File: src/hdl/fpps_pkg.sv
// Shared types and constants for the fixed-point PID step block.
`default_nettype none

package fpps_pkg;

	// Field and datapath widths
	localparam int GAIN_W  = 16;
	localparam int DATA_W  = 16;
	localparam int ERR_W   = 17;
	localparam int LIMIT_W = 24;
	localparam int INTEG_W = 32;
	localparam int PROD_W  = 34;
	localparam int SUM_W   = 36;
	localparam int IDX_W   = 3;

	// Reset values of the output window
	localparam logic signed [LIMIT_W-1:0] OUT_MAX_RST = 24'sh7FFF00;
	localparam logic signed [LIMIT_W-1:0] OUT_MIN_RST = 24'sh800000;

	// Configuration register indexes
	typedef enum logic [IDX_W-1:0] {
		REG_P_GAIN  = 3'd0,
		REG_I_GAIN  = 3'd1,
		REG_D_GAIN  = 3'd2,
		REG_OUT_MAX = 3'd3,
		REG_OUT_MIN = 3'd4
	} reg_idx_t;

	// Configuration register set
	typedef struct packed {
		logic [GAIN_W-1:0]         p_gain;
		logic [GAIN_W-1:0]         i_gain;
		logic [GAIN_W-1:0]         d_gain;
		logic signed [LIMIT_W-1:0] out_max;
		logic signed [LIMIT_W-1:0] out_min;
	} cfg_t;

	// Products handed from the front stage to the integrator stage
	typedef struct packed {
		logic signed [PROD_W-1:0] p;
		logic signed [PROD_W-1:0] i;
		logic signed [PROD_W-1:0] d;
		logic                     i_en;
	} prod_t;

endpackage

`default_nettype wire

File: src/hdl/fpps_integ.sv
// Integrator stage: saturating accumulate and the sum of the three terms.
`default_nettype none

module fpps_integ (
	input  wire logic                                  clk,
	input  wire logic                                  arst_n,
	input  wire logic                                  adv,
	input  wire fpps_pkg::prod_t                       prod_s2,
	output logic signed [fpps_pkg::SUM_W-1:0]          sum_s3
);

	localparam logic signed [34:0] ACC_MAX = 35'sd2147483647;
	localparam logic signed [34:0] ACC_MIN = -35'sd2147483648;

	logic signed [fpps_pkg::INTEG_W-1:0] integ_q;
	logic signed [34:0]                  acc;
	logic signed [fpps_pkg::INTEG_W-1:0] integ_sat;
	logic signed [fpps_pkg::INTEG_W-1:0] i_term;
	logic signed [fpps_pkg::SUM_W-1:0]   sum;

	// New integral value, saturated to the 32-bit range.
	assign acc = {{3{integ_q[31]}}, integ_q} + {prod_s2.i[33], prod_s2.i};

	always_comb begin
		if (acc > ACC_MAX) begin
			integ_sat = 32'sh7FFFFFFF;
		end else if (acc < ACC_MIN) begin
			integ_sat = 32'sh80000000;
		end else begin
			integ_sat = acc[31:0];
		end
	end

	// The integral term counts only while its gain is nonzero.
	assign i_term = prod_s2.i_en ? integ_sat : '0;
	assign sum    = {{2{prod_s2.p[33]}}, prod_s2.p}
	              + {{4{i_term[31]}}, i_term}
	              + {{2{prod_s2.d[33]}}, prod_s2.d};

	always_ff @(posedge clk) begin
		if (adv) begin
			sum_s3 <= sum;
		end
	end

	// Accumulator state, held while the integral gain is zero.
	always_ff @(posedge clk or negedge arst_n) begin
		if (!arst_n) begin
			integ_q <= '0;
		end else if (adv && prod_s2.i_en) begin
			integ_q <= integ_sat;
		end
	end

endmodule

`default_nettype wire

File: config.mk
export PLATFORM = sky130hd
export DESIGN_NAME = fpps_integ
export DESIGN_NICKNAME = d
export VERILOG_FILES = /design/src/hdl/fpps_pkg.sv /design/src/hdl/fpps_integ.sv
export SDC_FILE = /design/constraint.sdc
export NUM_CORES = 1
export LEC_CHECK = 0
export ABC_AREA = 1
export BUFFER_PORTS_ARGS = -buffer_cell sky130_fd_sc_hd__buf_4
export CAP_MARGIN = 0
export CORE_MARGIN = 2
export CORE_UTILIZATION = 47
export DETAILED_ROUTE_END_ITERATION = 10
export GPL_ROUTABILITY_DRIVEN = 0
export GPL_TIMING_DRIVEN = 0
export PLACE_DENSITY = 0.65
export SLEW_MARGIN = 20
export SYNTH_ARGS = -nofsm -noshare
export SYNTH_HDL_FRONTEND = slang
export SYNTH_SLANG_ARGS = --single-unit
File: constraint.sdc
create_clock -name clk -period 7.7 [get_ports clk]
set_clock_uncertainty 0.05 [all_clocks]
set_input_delay 1.54 -clock clk [delete_from_list [all_inputs] [get_ports clk]]
set_output_delay 1.54 -clock clk [all_outputs]
set_load 0.02 [all_outputs]
==> impl_metrics.ini <==
[clock_tree]
cts_buffers = 9
cts_sinks = 68
cts_max_level = 3
cts_hold_buf = 0
post-cts-setup-buffers = 0
cts_tree = yes
cts_buffer_depth = 2
root_buffer = clkbuf_16
ctsResizeCount = 0
clk_pin_slew_worst_paths_ns = 0.06
clk_latency_ns = 0.35

[min_path]
whs_endpoint = integ_q[27]
min-delay-start = integ_q[27]
hold_depth = 2
min_path_type = flop to flop

[grt]
grt_first_pass_wirelength_um = 35670
grt_pass1_vias = 7285
grt.overflow.total = 0
antenna_found_initial = 0
grt_max_degree = 38
grt_usage_pct = 25.69

[placed_design]
io_buffer_count = 140
post_dp_cell_area_um2 = 9017
dp_hpwl_um = 18180
dp.cells = 1467

[timing]
report.final.slew_viol_count = 0
fin_crit_sh_pct = 90.46
setup_viol = 0
fmaxAchievable_ghz = 0.1436
worst_pin_slew_ns = 0.5759
rsz0062_at_grt = no
tns_ns = 0
timing.slew.headroom_pct = 61.25
final-hold-violation-count = 0
period_needed_ns = 6.966

[synth]
synth_cells = 1111
synth_edf_count = 36
synth_top_family_by_area = simple AND/OR/NAND/NOR gates
synth_compound_area_share_pct = 10.68
synthDistinctLibCells = 40
ys_seq_area_share_pct = 24.45
yosys-top-cells-count = 429 x nand2_1, 138 x inv_1, 89 x a21oi_1
syn_nets = 1321
synthArstFlopShare_pct = 47.06
synth_seq_cells = 68
synth_xor_area_share_pct = 6.145
synth_most_common_cell = nand2_1
syn_area_per_cell_um2 = 6.927
yosys.area.top_type_share_pct = 20.92
yosys.area.top_type = nand2_1
yosys.area_share.simple_pct = 30.13
synth_flop_cell = edfxtp_1
netlist_area_um2 = 7696
synthAdderAreaFrac_pct = 20.42
ys_top_cells_by_area = nand2_1 21%, edfxtp_1 14%, ha_1 11%, dfrtp_1 10%, fa_1 9.4%
synth_warnings = 0
muxShareOfSynthArea_pct = 0

[cells_and_area]
syn_to_final_growth_pct = 21.49
n_antenna_cell = 0
fin_cells = 1483
num-nets-final = 1472
final_area_um2 = 9350
drive_gt1_share_pct = 13.81

[critical_path]
end_kind = flop
start_kind = input port
reg2reg_slack_ns = 1.66
r2r_start = integ_q[0]
critical_path_class = input port to flop
slowest_stage = fa_1
rr_endpoint = sum_s3[19]
worst_path_most_repeated_cell = nand2_1
cpLargestDelayFamily = simple AND/OR/NAND/NOR gates
arrival_ns = 7.09
path_max_fanout = 9
required_ns = 7.82
r2r_cells = 32
max_stage_delay_ns = 0.50
crit_buf_inv = 3

[drt]
via_per_inst = 5.021
drtPass1Iterations = 5
finalWirelength_um = 21970
wl_per_cell_um = 14.81
postRouteAntennaNets = 0
dr.first_iter.drc_count = 471
remaining_drc_errors = 0
vias = 7446

[floorplan]
ios = 142
initial_core_util_pct = 48.27
die_h_um = 132.0
rows = 46
dieArea_um2 = 17410
die_width_um = 132.0
core-area_um2 = 15940

[run_status]
outcome = finished clean

[job]
max-cap-violations = 0
## final cells by class
type                            instances  area (um2)
Fill cell                            1560        6593
Multi-Input combinational cell        885        5185
Sequential cell                        68        1882
Timing Repair Buffer                  140        1051
Inverter                              141       529.3
Clock buffer                           14       295.3
Tap cell                              216       270.3
Buffer                                 17       100.1
Clock inverter                          2       37.54
## cell usage in the layout, fill, tap and decap left out, types with 4 or more instances in the layout
cell / synthesis / layout
fa_1: 36 / 36
clkbuf_16: 0 / 10
o21ai_0: 25 / 25
clkbuf_1: 6 / 7
nand2_1: 429 / 429
nand2_2: 4 / 4
a31oi_1: 4 / 4
inv_1: 138 / 138
xnor2_1: 12 / 12
nor2_1: 78 / 78
edfxtp_1: 36 / 36
a21oi_1: 89 / 89
ha_1: 68 / 68
nand3_1: 38 / 38
o21bai_1: 12 / 12
nor3_1: 6 / 6
buf_4: 3 / 143
a21o_1: 8 / 8
dfrtp_1: 32 / 32
nor4_1: 4 / 4
nand4_1: 10 / 10
xor2_1: 42 / 42
## tightest hold or removal path, cell delays in order (launching register included)
cell and delay (ns):
dfrtp_1 0.35, nand2_1 0.05, nand2_1 0.05
## metal layers
| layer | share of wire [%] | track usage [%] | vias to the layer above |
|---|---|---|---|
| met5 | 0 | 0 | - |
| met4 | 1.2 | 4.952 | 0 |
| met3 | 6.1 | 6.344 | 19 |
| met2 | 46 | 42.30 | 221 |
| met1 | 47 | 34.59 | 3349 |
| li1 | - | - | 3857 |
## worst max-delay path by stage
stage                 from         end  slack, ns  depth (start not counted)
2_1_floorplan  prod_s2[35]  sum_s3[19]       1.82                         32
3_3_place_gp   prod_s2[35]  sum_s3[19]       0.49                         33
3_5_place_dp   prod_s2[35]  sum_s3[19]       0.43                         33
4_1_cts        prod_s2[35]  sum_s3[19]       0.77                         33
5_1_grt        prod_s2[35]  sum_s3[19]       0.25                         33
6_report       prod_s2[35]  sum_s3[19]       0.73                         33
## per-stage QoR
stage / hold slack, ns / worst slack [ns] / utilization [%]
5_1_grt: 0.4590 / 0.2465 / 58.65
2_1_floorplan: 0.4028 / 1.822 / -
4_1_cts: 0.4395 / 0.7720 / 58.65
6_report: 0.4356 / 0.7345 / 58.65
3_5_place_dp: 0.4225 / 0.4330 / 56.56
3_3_place_gp: 0.4152 / 0.4865 / 56.56
## state kept, by name, indices dropped and copies added, names as in the netlist
name / flops
sum_s3: 36
integ_q: 32
## cells by family after synthesis
logic type	Yosys count
AO/OA/AOI/OAI	147
XOR/XNOR	54
adder cells (fa/ha/maj)	104
buffers and inverters	158
flip-flops	68
AND/OR/NAND/NOR	580
Power is not shown: default switching activity piles up to over one toggle a cycle in this logic, so the estimate is an artifact.
