**config.mk**
```make
export PLATFORM = sky130hd
export DESIGN_NAME = fpps_round
export DESIGN_NICKNAME = d
export VERILOG_FILES = /design/src/hdl/fpps_pkg.sv /design/src/hdl/fpps_round.sv
export SDC_FILE = /design/constraint.sdc
export NUM_CORES = 1
export LEC_CHECK = 0
export BUFFER_PORTS_ARGS = -buffer_cell sky130_fd_sc_hd__buf_4
export CAP_MARGIN = 20
export CORE_ASPECT_RATIO = 1.4
export CORE_UTILIZATION = 40
export DETAILED_ROUTE_END_ITERATION = 16
export GPL_TIMING_DRIVEN = 0
export PLACE_DENSITY = 0.76
export SYNTH_ARGS = -nofsm -noshare
export SYNTH_HDL_FRONTEND = slang
export SYNTH_SLANG_ARGS = --single-unit
```
**constraint.sdc**
```tcl
create_clock -name clk -period 7.4 [get_ports clk]
set_input_delay 1.48 -clock clk [delete_from_list [all_inputs] [get_ports clk]]
set_output_delay 1.48 -clock clk [all_outputs]
set_load 0.05 [all_outputs]
```
**src/hdl/fpps_pkg.sv**
```systemverilog
// Shared types and constants for the fixed-point PID step block.
`default_nettype none

package fpps_pkg;

	// Field and datapath widths
	localparam int GAIN_W  = 16;
	localparam int DATA_W  = 16;
	localparam int ERR_W   = 17;
	localparam int LIMIT_W = 24;
	localparam int INTEG_W = 32;
	localparam int PROD_W  = 34;
	localparam int SUM_W   = 36;
	localparam int IDX_W   = 3;

	// Reset values of the output window
	localparam logic signed [LIMIT_W-1:0] OUT_MAX_RST = 24'sh7FFF00;
	localparam logic signed [LIMIT_W-1:0] OUT_MIN_RST = 24'sh800000;

	// Configuration register indexes
	typedef enum logic [IDX_W-1:0] {
		REG_P_GAIN  = 3'd0,
		REG_I_GAIN  = 3'd1,
		REG_D_GAIN  = 3'd2,
		REG_OUT_MAX = 3'd3,
		REG_OUT_MIN = 3'd4
	} reg_idx_t;

	// Configuration register set
	typedef struct packed {
		logic [GAIN_W-1:0]         p_gain;
		logic [GAIN_W-1:0]         i_gain;
		logic [GAIN_W-1:0]         d_gain;
		logic signed [LIMIT_W-1:0] out_max;
		logic signed [LIMIT_W-1:0] out_min;
	} cfg_t;

	// Products handed from the front stage to the integrator stage
	typedef struct packed {
		logic signed [PROD_W-1:0] p;
		logic signed [PROD_W-1:0] i;
		logic signed [PROD_W-1:0] d;
		logic                     i_en;
	} prod_t;

endpackage

`default_nettype wire

```
**src/hdl/fpps_round.sv**
```systemverilog
// Output stage: window clamp, rounding shift and saturation to 16 bits.
`default_nettype none

module fpps_round #(
	parameter int unsigned FRAC_BITS = 8
) (
	input  wire logic                                  clk,
	input  wire logic                                  adv,
	input  wire logic signed [fpps_pkg::SUM_W-1:0]     sum_s3,
	input  wire fpps_pkg::cfg_t                        cfg,
	output logic signed [fpps_pkg::DATA_W-1:0]         drive_q
);

	localparam logic signed [24:0] Q_MAX = 25'sd32767;
	localparam logic signed [24:0] Q_MIN = -25'sd32768;

	logic signed [fpps_pkg::SUM_W-1:0]   max_x;
	logic signed [fpps_pkg::SUM_W-1:0]   min_x;
	logic signed [fpps_pkg::LIMIT_W-1:0] win;
	logic signed [24:0]                  win_x;
	logic signed [24:0]                  shifted;
	logic signed [24:0]                  q;
	logic signed [fpps_pkg::DATA_W-1:0]  q_sat;

	assign max_x = {{12{cfg.out_max[23]}}, cfg.out_max};
	assign min_x = {{12{cfg.out_min[23]}}, cfg.out_min};

	// Upper limit is tested first, so an inverted window favours out_max.
	always_comb begin
		if (sum_s3 > max_x) begin
			win = cfg.out_max;
		end else if (sum_s3 < min_x) begin
			win = cfg.out_min;
		end else begin
			win = sum_s3[23:0];
		end
	end

	// Floor shift, then round up when the half bit is set.
	assign win_x   = {win[23], win};
	assign shifted = win_x >>> FRAC_BITS;
	assign q       = shifted + {24'b0, win[FRAC_BITS-1]};

	always_comb begin
		if (q > Q_MAX) begin
			q_sat = 16'sh7FFF;
		end else if (q < Q_MIN) begin
			q_sat = 16'sh8000;
		end else begin
			q_sat = q[15:0];
		end
	end

	always_ff @(posedge clk) begin
		if (adv) begin
			drive_q <= q_sat;
		end
	end

endmodule

`default_nettype wire

```
==> results summary, run 1 <==
For this design the ratio of total power to cell area is 135 nW/um2. The number of instances in the synthesized netlist is 430. For this block, the initial DRC count from the detailed router was 125. The largest single stage delay on the critical path is 0.53 ns. The slowest stage of the critical path belongs to the cell sky130_fd_sc_hd__nor4_1. The worst hold path belongs to the class input port to register. Setup violations remaining at the end of the flow were counted as 0.

Summed over all instances, the cell type with the most area after synthesis is sky130_fd_sc_hd__ha_1. For hold timing, the worst endpoint is drive_q[14]. The largest vdd supply drop came out at 0.163 mV. The fraction of power spent switching nets is 42.5%. The final weighted congestion in routability-driven placement is 0.867. By startpoint and endpoint, the worst setup path is classified as input port to register. The count of pins on the block boundary is 150. The number of nets at the end of the flow is 743. The max-slew violation count came out at 0.

The total setup buffers inserted after CTS is 0. The row count is 39. The maximum fanout along the worst path came out at 14.

By count the netlist is led by sky130_fd_sc_hd__ha_1, sky130_fd_sc_hd__inv_1, sky130_fd_sc_hd__nand2_1. The clock buffer count from CTS is 3. The total power is 0.599 mW. The share of async-settable or async-resettable flops after synthesis is 0%. The number of sinks driven by the clock tree is 16. In this design, the critical path's most frequently occurring cell is sky130_fd_sc_hd__ha_1. The critical path goes through buf_4 -> inv_1 -> ha_1 -> a21oi_1 -> o21ai_0 -> a221o_1 -> a221oi_1 -> nand4_1 -> nand2_1 -> buf_2 -> clkbuf_2 -> clkbuf_1 -> clkbuf_1 -> nand2_1 -> o21ai_0 -> ha_1 -> ha_1 -> inv_1 -> nor4_1 -> nand2b_1 -> o211ai_2. The width of the chip came out at 80.7 um. At the worst endpoint, the required time is 7.39 ns. The total global routing track utilization is 21.5%. The clock-pin transition on the worst setup and hold timing paths is 0.04 ns.

In this run the cell area of the synthesized design comes to 3470 um2. The startpoint identified for the worst hold timing path is adv. The critical path starts at cfg[47]. Averaged over all synthesized cells, the footprint is 8.07 um2. The remaining global-route overflow came out at 0. Counting instances, the worst hold path has a depth of 1. The placeable core area is 8300 um2. The total iterations of the first detailed-routing run is 4. CTS placed an instance of sky130_fd_sc_hd__clkbuf_16 at the clock tree root. The period utilization came out at 93.2%.

TritonCTS built the clock tree. The worst-case headroom to the max-slew limit came out at 62.6%. The total of cells resized after clock tree synthesis is 0. The final routed wire length divided by cell count is 15.0 um. The die covers 9060 um2.

The clock tree buffer depth is 2. The flip-flop count of the largest register after layout is 16. STA classifies the critical path startpoint as an input port. The routed design has 9520 um of wire.

The cts-stage hold buffer count came out at 0. Sequential cells burn 21.0% of the power. STA classifies the critical path endpoint as a register. The layout cell share with drive strength beyond 1 came out at 24.7%. The top cell type by area accounts for 26.3% of the synthesized area. The remaining design rule violation count is 0. The count of buffers from port buffering is 101.

The total count of hold-check failures in the final report is 0. The synthesized flop and latch total is 16. The largest registers in the layout are drive_q x16.

The time the final worst path needs with I/O delays and setup is 6.90 ns. The number of max-capacitance violations reported came out at 0. Data arrives at the worst endpoint at 6.89 ns.

Ranked by flip-flop count, first place goes to drive_q. The number of inserted diodes is 0. The static leakage is 2.20 nW. The number of nets still failing antenna checks after routing is 0. The flow ran to the end, and the final reports show no timing, DRC or antenna violations. The largest net degree at the start of global routing came out at 17.

The internal power contribution is 0.344 mW. The number of antenna violations at the first check in global routing came out at 0. The deepest level of the CTS H-tree came out at 1. The starting density of the core came out at 41.8%.

The most common cell in the synthesized netlist is sky130_fd_sc_hd__ha_1. The first global-routing pass estimated 15,500 um of wire. The via count of the first global-routing pass came to 3,557.

The routed layout has 3,572 vias. The peak clock frequency supported by timing is 145 MHz. In this run, the clock network consumes 17.0% of the power. The number of library cell types mapped by synthesis is 59. During synthesis, Yosys emitted a total of 0 warnings. Summed over all nets, the half-perimeter wirelength after detailed placement is 8320 um. The die is 112 um tall. The power share of the combinational group is 61.9%. The layout overhead on the synthesized area is 27.9%. The worst-margin pin slew came out at 0.556 ns. In the post-synthesis netlist, the biggest area contributors are sky130_fd_sc_hd__ha_1, sky130_fd_sc_hd__edfxtp_1, sky130_fd_sc_hd__inv_1, sky130_fd_sc_hd__nand2_1, sky130_fd_sc_hd__a21oi_1. Setup repair after global routing left no endpoint under its margin. The detailed-route vias per instance is 5.62. The commonest register cell after synthesis is sky130_fd_sc_hd__edfxtp_1. The number of synthesized flops with an enable pin is 16.

The analysis attributes to net switching a power of 0.254 mW. The number of nets in the synthesized netlist is 637. The number of filler cells placed in the layout came out at 787. In the final timing run, aggregate negative setup slack is 0 ns. For this run, the register share of the synthesized area comes to 13.8%.
[layout make-up]
cell class	instances	area [um2]	share of cell area [%]
plain buffers	12	75.1	1.69
clock buffers	3	75.1	1.69
inverters	55	206	4.65
multi-input cells	347	2720	61.2
flip-flops and latches	16	480	10.8
well taps	102	128	2.88
repair buffers	101	758	17.1
[critical path: cells and delay by family]
| family | cells | cell delay (ns) |
|---|---|---|
| and+or+nand+nor | 5 | 1.28 |
| adders and majority gates | 3 | 0.92 |
| AOI/OAI and AO/OA | 6 | 1.24 |
| buffers and inverters | 7 | 1.96 |
[through the flow]
| step | util (%) | hold WS, ns | std cells | instance area [um2] | setup slack (ns) |
|---|---|---|---|---|---|
| after floorplan | - | 1.59 | 430 | 3470 | 1.34 |
| after global placement | 52.5 | 1.84 | 633 | 4360 | 0.169 |
| after detailed placement | 52.5 | 1.86 | 633 | 4360 | -0.0131 |
| after CTS | 53.4 | 1.61 | 636 | 4430 | 0.253 |
| after global routing | 53.5 | 1.61 | 636 | 4440 | 0.121 |
| final | 53.5 | 1.60 | 636 | 4440 | 0.503 |
[cells by family after synthesis]
group / share of synthesized area (%)
compound gates: 20.6
xor+xnor: 2.52
fa+ha+maj: 26.3
buf+inv: 8.08
flops: 13.8
mux: 7.03
simple gates: 21.6
[routing by layer]
| layer | up-vias | GRT usage, % | routed length [um] |
|---|---|---|---|
| li1 | 1807 | - | - |
| met1 | 1657 | 23.2 | 3770 |
| met2 | 93 | 42.5 | 5210 |
| met3 | 15 | 1.22 | 311 |
| met4 | 0 | 7.14 | 229 |
| met5 | - | 0 | 0 |
[power groups by stage]
| stage | clock (mW) | combinational (mW) | sequential (mW) |
|---|---|---|---|
| global placement | 0 | 0.356 | 0.127 |
| floorplan | 0 | 0.190 | 0.185 |
| detailed placement | 0 | 0.367 | 0.128 |
| finish | 0.102 | 0.371 | 0.126 |
| CTS | 0.102 | 0.369 | 0.126 |
| global route | 0.106 | 0.404 | 0.128 |
[worst max path at each step]
stage                  end  cells past startpoint  slack, ns
5_1_grt        drive_q[12]                     21       0.12
3_3_place_gp   drive_q[12]                     21       0.17
3_5_place_dp   drive_q[12]                     21      -0.01
4_1_cts        drive_q[12]                     21       0.25
2_1_floorplan  drive_q[12]                     20       1.34
6_report       drive_q[12]                     21       0.50
[cell usage in the layout (no fill, tap or decap), types with 4 or more instances in the layout]
cell type	instances
sky130_fd_sc_hd__clkbuf_1	4
sky130_fd_sc_hd__o21ai_1	5
sky130_fd_sc_hd__nor2_1	12
sky130_fd_sc_hd__nand2_1	50
sky130_fd_sc_hd__ha_1	73
sky130_fd_sc_hd__mux2_2	5
sky130_fd_sc_hd__and4_1	7
sky130_fd_sc_hd__buf_4	102
sky130_fd_sc_hd__edfxtp_1	16
sky130_fd_sc_hd__or4_1	4
sky130_fd_sc_hd__mux2i_1	16
sky130_fd_sc_hd__o21ai_2	4
sky130_fd_sc_hd__nand4_1	15
sky130_fd_sc_hd__nand3_1	16
sky130_fd_sc_hd__xnor2_1	7
sky130_fd_sc_hd__nand2b_1	4
sky130_fd_sc_hd__a21oi_1	32
sky130_fd_sc_hd__inv_1	55
sky130_fd_sc_hd__a22oi_1	6
sky130_fd_sc_hd__nor4_1	5
sky130_fd_sc_hd__o21ai_0	21
sky130_fd_sc_hd__nor3_1	6
Note: power is estimated with default switching activity, not from simulation.
==> run 2, diff against run 1 <==
Settings changed: RECOVER_POWER set to 100.
==> run 2 against run 1 <==
Die area stayed put; fmax fell by 0.23%; sequential power barely moved; non-clock buffer count unchanged; first-iteration DRC count increased by 25%; final area decreased by 2.0%; final cell count did not move; via count increased by 0.53%; critical path type unchanged; global-route usage did not move; critical path depth unchanged; clock power about the same.
==> results summary, run 2 (synthesized netlist as in run 1, its figures left out) <==
The flow ran to the end, and the final reports show no timing, DRC or antenna violations. The clock-pin transition on the worst setup and hold timing paths is 0.05 ns (about the same). The total via count after detailed routing was 3,591 (+0.53%).

The via count of the first global-routing pass is 3,557 (unchanged). The width of the chip was 80.7 um (unchanged). The number of filler cells placed in the layout came to 801 (+1.8%). The area of all placed cells without fillers came out at 4350 um2 (-2.0%).

The detailed-route vias per instance is 5.65 (+0.53%). The cell at the root of the clock tree is sky130_fd_sc_hd__clkbuf_16. The floorplan die area is 9060 um2 (unchanged). In the final layout, the registers with the most flip-flops are drive_q x16. The number of inserted diodes came out at 0 (unchanged). The number of nets at the end of the flow is 743 (unchanged).

The flip-flop count of the largest register after layout is 16 (unchanged). The peak clock frequency supported by timing is 145 MHz (-0.23%). The class of the tightest hold or removal check is input port to register.

The global-route wire length before repair was 15,500 um (unchanged). The period utilization was 93.4% (+0.22 points). The starting density of the core is 41.8% (unchanged). The row count came out at 39 (unchanged).

The critical path is of the input port to register type. The final routed wirelength across all metal layers came out at 9540 um (+0.26%). The maximum fanout along the worst path was 14 (unchanged). The worst-case headroom to the max-slew limit came to 48.2% (-14 points). The floorplan die height is 112 um (unchanged). The highest cell delay on the worst timing path came out at 0.45 ns (-0.08 ns). The register with the most flip-flops is drive_q. The worst endpoint required time came to 7.39 ns (about the same).

The largest net degree at the start of global routing was 17 (unchanged). The number of antenna violations at the first check in global routing came to 0 (unchanged). Leaving out fill and tap cells, the most frequent cell in the layout is sky130_fd_sc_hd__buf_4. The number of sinks driven by the clock tree came out at 16 (unchanged). The nature of the critical path endpoint is a register. The multi-input gate area in the final layout is 2690 um2 (-0.88%). The startpoint kind of the worst setup timing path is an input port. The number of nets still failing antenna checks after routing is 0 (unchanged). The layout cell share with drive strength beyond 1 is 21.0% (-3.7 points). TritonCTS built the clock tree.

Among all stages on the critical path, the largest delay is contributed by sky130_fd_sc_hd__a41oi_2. The number of max-capacitance violations reported is 0 (unchanged). The remaining global-route overflow is 0 (unchanged). The total global routing track utilization is 21.5% (unchanged). The register cell area after layout is 480 um2 (unchanged).

The count of pins on the block boundary came to 150 (unchanged). The violation count after the first detailed-routing iteration was 156 (+25%). The clock buffer count from CTS is 3 (unchanged). The largest vdd supply drop was 0.156 mV (-3.9%). Traced cell by cell, the critical path runs through clkbuf_4 -> inv_1 -> ha_1 -> a21oi_1 -> o21ai_0 -> a221o_1 -> a221oi_1 -> nand4_1 -> nand2_1 -> clkbuf_2 -> clkbuf_2 -> clkbuf_1 -> clkbuf_1 -> o21ai_0 -> ha_1 -> and4_1 -> a41oi_2 -> nor2b_1 -> o21ai_2 -> buf_6 -> o211ai_1. The minimum setup slack after placement is -0.0131 ns (unchanged). The final weighted congestion in routability-driven placement came out at 0.867 (unchanged). The post-DP HPWL was 8320 um (unchanged). The final routed wire length divided by cell count is 15.0 um (+0.26%).

The least setup slack across all paths after layout came out at 0.487 ns (-0.0159 ns). The static leakage was 2.13 nW (-3.3%). The number of failing setup endpoints in the final timing report came out at 0 (unchanged). The clock tree buffer depth is 2 (unchanged).

The worst-margin pin slew was 0.777 ns (+0.221 ns). The time the final worst path needs with I/O delays and setup came out at 6.91 ns (+0.0159 ns). The total count of hold-check failures in the final report came to 0 (unchanged). The layout overhead on the synthesized area is 25.3%. The total iterations of the first detailed-routing run came out at 4 (unchanged). The top cell types in the final layout, fill and taps aside, are sky130_fd_sc_hd__buf_4, sky130_fd_sc_hd__ha_1, sky130_fd_sc_hd__inv_1. The count of buffers from port buffering came out at 101 (unchanged). The remaining design rule violation count came out at 0 (unchanged). The total cell area at the placement stage came out at 4360 um2 (unchanged). The post-route worst hold slack came out at 1.67 ns (+0.0718 ns). The cell area power density is 134 nW/um2 (-0.67%). The deepest level of the CTS H-tree is 1 (unchanged). The max-slew violation count is 0 (unchanged). The placeable core area is 8300 um2 (unchanged).

Setup repair after global routing left no endpoint under its margin. The critical path data arrival time is 6.90 ns (about the same).
## run 2: per-layer routing
layer	routed length, um	global-route usage, %	part of all wire, %
met5	0	0	0
met4	233	7.14	2.4
met3	365	1.22	3.8
met2	5180	42.5	54
met1	3770	23.2	39
## run 2: cell type report
class | count | area share, %
buffer | 12 | 1.67
clock buffer | 3 | 1.73
inverter | 55 | 4.75
multi-input combinational | 347 | 61.9
sequential | 16 | 11.1
tap | 102 | 2.94
timing repair buffer | 101 | 16.0
## run 2: worst paths after layout
kind  slack [ns]    start  depth (start not counted)     endpoint
max         0.49  cfg[47]                         21  drive_q[12]
min         1.67  cfg[35]                          5   drive_q[3]
## run 2: timing repair
action                                  CTS  global route
setup buffers                             0             0
hold buffers                              0             0
endpoints found under the setup margin    0            16
gates resized for setup                   0             2
## run 2: through the flow
stage	utilization, %	cells	TNS [ns]	power (mW)
after floorplan	-	430	0	0.375
after global placement	52.5	633	0	0.483
after detailed placement	52.5	633	-0.0131	0.495
after CTS	53.4	636	0	0.597
after global routing	52.4	636	0	0.619
final	52.4	636	0	0.583
## run 2: critical path, delay by kind of cell
kind | cells | cell delay, ns
AOI/OAI and AO/OA | 8 | 2.07
adders and majority gates | 2 | 0.63
buffers and inverters | 7 | 2.00
and+or+nand+nor | 4 | 0.71
## run 2: power breakdown
part | total (mW) | switching [mW] | internal [mW] | leakage, nW
Combinational | 0.353 | 0.218 | 0.136 | 1.94
Sequential | 0.126 | 0.00346 | 0.122 | 0.156
Clock | 0.103 | 0.0325 | 0.0708 | 0.0370
